$ cat config.mk
export PLATFORM = sky130hd
export DESIGN_NAME = erp_cordic
export DESIGN_NICKNAME = d
export VERILOG_FILES = /design/src/hw/rtl/erp_pkg.sv /design/src/hw/rtl/erp_cordic.sv
export SDC_FILE = /design/constraint.sdc
export NUM_CORES = 2
export LEC_CHECK = 0
export BUFFER_PORTS_ARGS = -buffer_cell sky130_fd_sc_hd__buf_2
export CORE_UTILIZATION = 55
export CTS_CLUSTER_SIZE = 40
export DETAILED_ROUTE_END_ITERATION = 7
export PLACE_DENSITY_LB_ADDON = 0.08
export SLEW_MARGIN = 25
export SYNTH_ARGS = -nofsm -noshare
export SYNTH_HDL_FRONTEND = slang
export SYNTH_SLANG_ARGS = --single-unit
$ cat constraint.sdc
create_clock -name clk_i -period 4.7 [get_ports clk_i]
set_input_delay 0.47 -clock clk_i [delete_from_list [all_inputs] [get_ports clk_i]]
set_output_delay 0.47 -clock clk_i [all_outputs]
set_load 0.1 [all_outputs]
$ cat src/hw/rtl/erp_pkg.sv
// ----------------------------------------------------------------------------
// erp_pkg
// Shared constants for the equirectangular pixel to unit sphere mapper.
// ----------------------------------------------------------------------------
package erp_pkg;

  localparam int unsigned MaxDimDefault = 16384;
  localparam int unsigned OutFracDefault = 15;

  localparam int unsigned DimW = 15;
  localparam int unsigned ColW = 14;
  localparam int unsigned OutW = 16;
  localparam int unsigned AngW = 16;

  localparam int unsigned DivSteps = 16;
  localparam int unsigned DivW = 33;

  localparam int unsigned CordicSteps = 16;
  localparam int unsigned CordicW = 33;
  localparam logic signed [CordicW-1:0] CordicInit = 33'sd652032874;

  localparam int unsigned CfgIdxW = 1;

  typedef enum logic [CfgIdxW-1:0] {
    CfgWidth  = 1'b0,
    CfgHeight = 1'b1
  } cfg_idx_e;

  // atan(2^-i) in 2^-32 turn units
  localparam logic signed [CordicW-1:0] AtanTurn32 [CordicSteps] = '{
    33'sd536870912, 33'sd316933406, 33'sd167458907, 33'sd85004756,
    33'sd42667331, 33'sd21354465, 33'sd10679838, 33'sd5340245,
    33'sd2670163, 33'sd1335087, 33'sd667544, 33'sd333772,
    33'sd166886, 33'sd83443, 33'sd41722, 33'sd20861
  };

endpackage

$ cat src/hw/rtl/erp_cordic.sv
// ----------------------------------------------------------------------------
// erp_cordic
// Pipelined rotation CORDIC giving Q2.30 cosine and sine of a turn angle.
// ----------------------------------------------------------------------------
module erp_cordic import erp_pkg::*; (
  input  logic                       clk_i,
  input  logic [AngW-1:0]            angle_i,
  output logic signed [31:0]         cos_o,
  output logic signed [31:0]         sin_o
);

  logic signed [CordicW-1:0] x_q [CordicSteps+1];
  logic signed [CordicW-1:0] y_q [CordicSteps+1];
  logic signed [CordicW-1:0] z_q [CordicSteps+1];
  logic [1:0]                quad_q [CordicSteps+1];

  logic [AngW-1:0] ang_rnd;
  logic [1:0]      quad_d;
  logic [AngW-1:0] res_d;

  assign ang_rnd = angle_i + AngW'(16'h2000);
  assign quad_d  = ang_rnd[AngW-1:AngW-2];
  assign res_d   = angle_i - {quad_d, 14'b0};

  // fold into one quadrant
  always_ff @(posedge clk_i) begin
    x_q[0]    <= CordicInit;
    y_q[0]    <= '0;
    z_q[0]    <= {res_d[AngW-1], res_d, 16'b0};
    quad_q[0] <= quad_d;
  end

  for (genvar i = 0; i < CordicSteps; i++) begin : g_step
    always_ff @(posedge clk_i) begin
      if (!z_q[i][CordicW-1]) begin
        x_q[i+1] <= x_q[i] - (y_q[i] >>> i);
        y_q[i+1] <= y_q[i] + (x_q[i] >>> i);
        z_q[i+1] <= z_q[i] - AtanTurn32[i];
      end else begin
        x_q[i+1] <= x_q[i] + (y_q[i] >>> i);
        y_q[i+1] <= y_q[i] - (x_q[i] >>> i);
        z_q[i+1] <= z_q[i] + AtanTurn32[i];
      end
      quad_q[i+1] <= quad_q[i];
    end
  end

  logic signed [CordicW-1:0] xf, yf;
  assign xf = x_q[CordicSteps];
  assign yf = y_q[CordicSteps];

  always_ff @(posedge clk_i) begin
    unique case (quad_q[CordicSteps])
      2'd0: begin
        cos_o <= 32'(xf);
        sin_o <= 32'(yf);
      end
      2'd1: begin
        cos_o <= 32'(-yf);
        sin_o <= 32'(xf);
      end
      2'd2: begin
        cos_o <= 32'(-xf);
        sin_o <= 32'(-yf);
      end
      default: begin
        cos_o <= 32'(yf);
        sin_o <= 32'(-xf);
      end
    endcase
  end

endmodule

; ---- After elaboration in Yosys (flattened, before gate mapping)
; Memories as Yosys holds them, arrays and structs flattened.
; Cells that the tools add are included.
[word_totals]
ff_bits = 64
ram_bits = 1717
in_bits = 17
word_cells = 238
n_memories = 4
[classes]
addsub = 99
n_eq_ne = 2
mux = 82
n_bitwise = 48
n_reduce_logical = 1
[memory_table]
columns = name, depth, width, read_ports, rd_ports_with_merged_regs, wr, line_no
row1 = x_q, 17, 33, 17, 0, 17, erp_cordic.sv:12  ; logic signed [CordicW-1:0] x_q [CordicSteps+1];
row2 = y_q, 17, 33, 17, 0, 17, erp_cordic.sv:13  ; logic signed [CordicW-1:0] y_q [CordicSteps+1];
row3 = z_q, 17, 33, 16, 0, 17, erp_cordic.sv:14  ; logic signed [CordicW-1:0] z_q [CordicSteps+1];
row4 = quad_q, 17, 2, 17, 0, 17, erp_cordic.sv:15  ; logic [1:0] quad_q [CordicSteps+1];
[ops]
columns = cell, count
row1 = 33-bit 2-to-1 mux, 48
row2 = 32-bit case mux with 3 select lines, 2
row3 = 33-bit by 18-bit adder with 33-bit output, 2
row4 = 33-bit by 19-bit adder with 33-bit output, 2
row5 = 33-bit by 20-bit adder with 33-bit output, 2
row6 = 33-bit by 21-bit adder with 33-bit output, 2
row7 = 33-bit by 22-bit adder with 33-bit output, 2
row8 = 33-bit by 23-bit adder with 33-bit output, 2
row9 = 33-bit by 24-bit adder with 33-bit output, 2
row10 = 33-bit by 25-bit adder with 33-bit output, 2
row11 = 33-bit by 26-bit adder with 33-bit output, 2
row12 = 33-bit by 27-bit adder with 33-bit output, 2
row13 = 33-bit by 28-bit adder with 33-bit output, 2
row14 = 33-bit by 29-bit adder with 33-bit output, 2
row15 = 33-bit by 30-bit adder with 33-bit output, 2
row16 = 33-bit by 31-bit adder with 33-bit output, 2
row17 = 33-bit by 32-bit adder with 33-bit output, 2
row18 = 33-bit by 18-bit subtractor with 33-bit output, 2
row19 = 33-bit by 19-bit subtractor with 33-bit output, 2
row20 = 33-bit by 20-bit subtractor with 33-bit output, 2
row21 = 33-bit by 21-bit subtractor with 33-bit output, 2
row22 = 33-bit by 22-bit subtractor with 33-bit output, 2
row23 = 33-bit by 23-bit subtractor with 33-bit output, 2
row24 = 33-bit by 24-bit subtractor with 33-bit output, 2
row25 = 50 further kinds, 138

; ---- Logic depth before layout (Yosys ltp)
[logic_depth]
ltp_word = 2
ltp_mapped = 20
depth_no_buf = 20

; ---- Least setup slack after synthesis
; OpenSTA, ideal clock, no wires.
[synth_path]
kind = register to register
start = memory z_q[2][32]
end = memory y_q[3][18]
arrival_ns = 4.334
t_required_ns = 4.594
slack_ns = 0.260
path_stages_with_launch = 16
path_buffers = 3
cell_sequence = dfxtp_1 clkbuf_1 buf_1 buf_1 mux2i_1 ha_1 nor2b_1 o31a_1 o21a_1 a41oi_1 o21bai_1 a21o_1 a21o_1 a21oi_1 or4b_2 o311ai_0
[synth_rtl]
columns = item, line_no
row1 = start: declaration, erp_cordic.sv:14
row2 = end: declaration, erp_cordic.sv:13

==> results.md <==
* Worst-Margin Slew at 0.932 ns
* Die ar. at 197,000 um2
* First-pass GRT wire length at 468,000 um
* Sink Count at 1,497
* Post-Synthesis Cells at 12,600
* Tightest Hold Check Type: in2reg
* Final setup viols at 0
* Routed wire length at 297,000 um
* Placed cell count at 15,300
* Setup Skew at 0.0255 ns
* Drt wl/cell at 19.0 um
* Worst Path Max Fanout at 6
* Gpl congestion at 0.987
* Post-synth EDFFs at 0
* Syn nets at 14,000
* Largest net degree at the start of global routing at 82
* CP startpoint kind: flop
* Synth unique cells at 97
* Hpwl dp at 240,000 um
* Fill count at 16,900
* Final period util at 98.2%
* Min Tclk post-route at 4.62 ns
* Die Span Y at 444 um
* Synth area leaders: dfxtp_1 (28%), ha_1 (16%), xnor2_1 (9.6%), a21oi_1 (6.4%), xor2_1 (5.3%)
* Cell with the most instances after synthesis: dfxtp_1
* Mapped Area at 107,000 um2
* Yosys top cell by area: dfxtp_1
* FMAX at 0.217 GHz
* Site Rows at 161
* All-Layer GR Usage at 29.1%
* Die W at 444 um
* Worst-skew pair later-pin latency at 0.82 ns
* Core ar. at 193,000 um2
* Share of the synthesized area in the top cell type at 27.9%
* Port bufs at 80
* Fin. Hold Viols at 0
* I/O pins at 81
* Commonest cells post-synth: dfxtp_1 (1,497), a21oi_1 (1,378), ha_1 (1,345)
* Routed vias at 92,400
* TritonCTS clock tree: built
* Footprint of the multi-input gates at 75,100 um2
* Reg-to-reg setup timing slack at 0.08 ns
* Initial Util at 55.6%
* Layout area overhead at 10.7%
* H-tree levels at 4
* Crit path DAT at 5.37 ns
* Fin. max-slew vios at 0
* Primary FF master, synth: dfxtp_1
* Remaining DRCs at 0
* CP Class: reg2reg
* Share of cells above drive strength 1 at 6.83%
* Initial DRT Pass Iterations at 7
* Clk slew on worst S/H paths at 0.06 ns
* Initial antenna violation count at 8
* Sequential cell area at 30,000 um2
* Synth warnings at 0
* Outcome: finished clean
* Asr flop ratio synth at 0%
* DRT antenna net count at 0
* Post-synthesis sequential area ratio at 27.9%
* GRT overflow at 0
* Max Buffers Root-to-Sink at 3
* Worst slew margin at 37.5%
* Vias in the first global route at 87,400
* Flops & latches, synth at 1,497
* Max-Cap Viols at 0
* Non-filler instance count after layout at 15,700
* Fin nets at 14,400
* Worst Path Required at 5.45 ns
* Crit path capture type: flop
* Cts bufs inserted at 168
* Iter 0 DRT Violations at 6,873
* Post-synthesis area per instance at 8.50 um2
* Routed vias/inst at 5.90
* Clock root cell: clkbuf_16
layout by cell type, fill, tap and decap left out, types with 60 or more instances in the layout:
cell type  synthesis  routed
buf_2              4      80
nand3_1          218     218
clkbuf_16          0     175
o211ai_1          66      66
mux2i_1           60      60
a21oi_1         1378    1374
o31ai_1           79      76
nand2_1          634     634
xnor2_1         1180    1180
ha_1            1345    1345
dfxtp_1         1497    1481
a31oi_1          164     160
a211oi_1         128     126
a21o_1           560     560
xor2_1           644     644
o21ai_0          616     606
inv_1            533     533
nand4_1           71      71
nor3_1           335     326
o21bai_1         156     156
or3_1             85      85
nor2_1          1114    1110
buf_4              0     293
and3_1           112     112
nor4_1            83      71
nand2b_1         198     198
o21a_1           161     161
nor2b_1          156     156
and2_1            69      67
what timing repair did:
item | CTS | global route
hold buffers | 16 | 0
pin swaps | 0 | 1
gates resized for setup | 2 | 98
gates cloned | 0 | 0
buffers inserted | 0 | 0
setup endpoints to repair | 4 | 87
endpoints found under the hold margin | 18 | 0
final timing paths:
kind / from / endpoint / cells past startpoint
worst max register to register: y_q[2][5]$_DFF_P_ / x_q[3][29]$_DFF_P_ / 16
worst min register to register: quad_q[0][9]$_DFF_P_ / quad_q[0][11]$_DFF_P_ / 0
worst min-delay path: angle_i[6] / z_q[0][22]$_DFF_P_ / 2
worst max-delay path: y_q[2][5]$_DFF_P_ / x_q[3][29]$_DFF_P_ / 16
routing by layer:
metal  vias to the layer above  GRT usage (%)  wire length (um)  part of all wire (%)
li1                      46200              -                 -                     -
met1                     43400           40.3            140000                    47
met2                      2409           47.4            133000                    45
met3                       422           3.49             16200                   5.5
met4                         2           8.00              7740                   2.6
met5                         -              0                13                0.0044
logic make-up after synthesis:
logic type      after synthesis  synth area share [%]
compound gates             3733                  21.8
xor+xnor                   1826                  14.9
fa+ha+maj                  1387                  16.5
buf+inv                     739                  2.59
flops                      1497                  27.9
mux                         116                  1.17
simple gates               3335                  15.1
layout make-up:
class	instances	share of cell area (%)
diodes	7	0.0147
clock buffers	232	4.11
clock inverters	73	0.730
inverters	536	1.69
multi-input cells	10400	63.2
flip-flops and latches	1497	25.2
well taps	2526	2.66
repair buffers	392	2.37
per-stage QoR:
step / util (%) / cell area [um2] / setup slack [ns] / hold slack, ns / TNS (ns)
after global placement: 58.2 / 112000 / -0.0684 / 0.310 / -0.144
after floorplan: - / 107000 / 0.260 / 0.310 / 0
after global routing: 61.5 / 119000 / -0.0698 / 0.252 / -0.179
final: 61.5 / 119000 / 0.0825 / 0.284 / 0
after CTS: 61.3 / 118000 / 0.00663 / 0.210 / 0
after detailed placement: 58.2 / 112000 / -0.0419 / 0.312 / -0.0624
state kept, by name, indices dropped and copies added, names as in the netlist:
register,flops
y_q,495
x_q,469
z_q,435
quad_q,34
cos_o,32
sin_o,32
worst max-delay path, stage by stage (launching register included):
cell      delay [ns]
dfxtp_1         0.35
or3_1           0.50
nor4_1          0.24
buf_4           0.20
a21oi_1         0.07
xor2_1          0.15
ha_1            0.40
and4_1          0.24
a221oi_1        0.08
o21ai_0         0.12
o21ai_0         0.14
a31oi_1         0.38
o21ai_0         0.28
a311o_1         0.43
or4b_1          0.57
a31oi_1         0.22
xor2_1          0.17
Power is not shown: default switching activity piles up to over one toggle a cycle in this logic, so the estimate is an artifact.
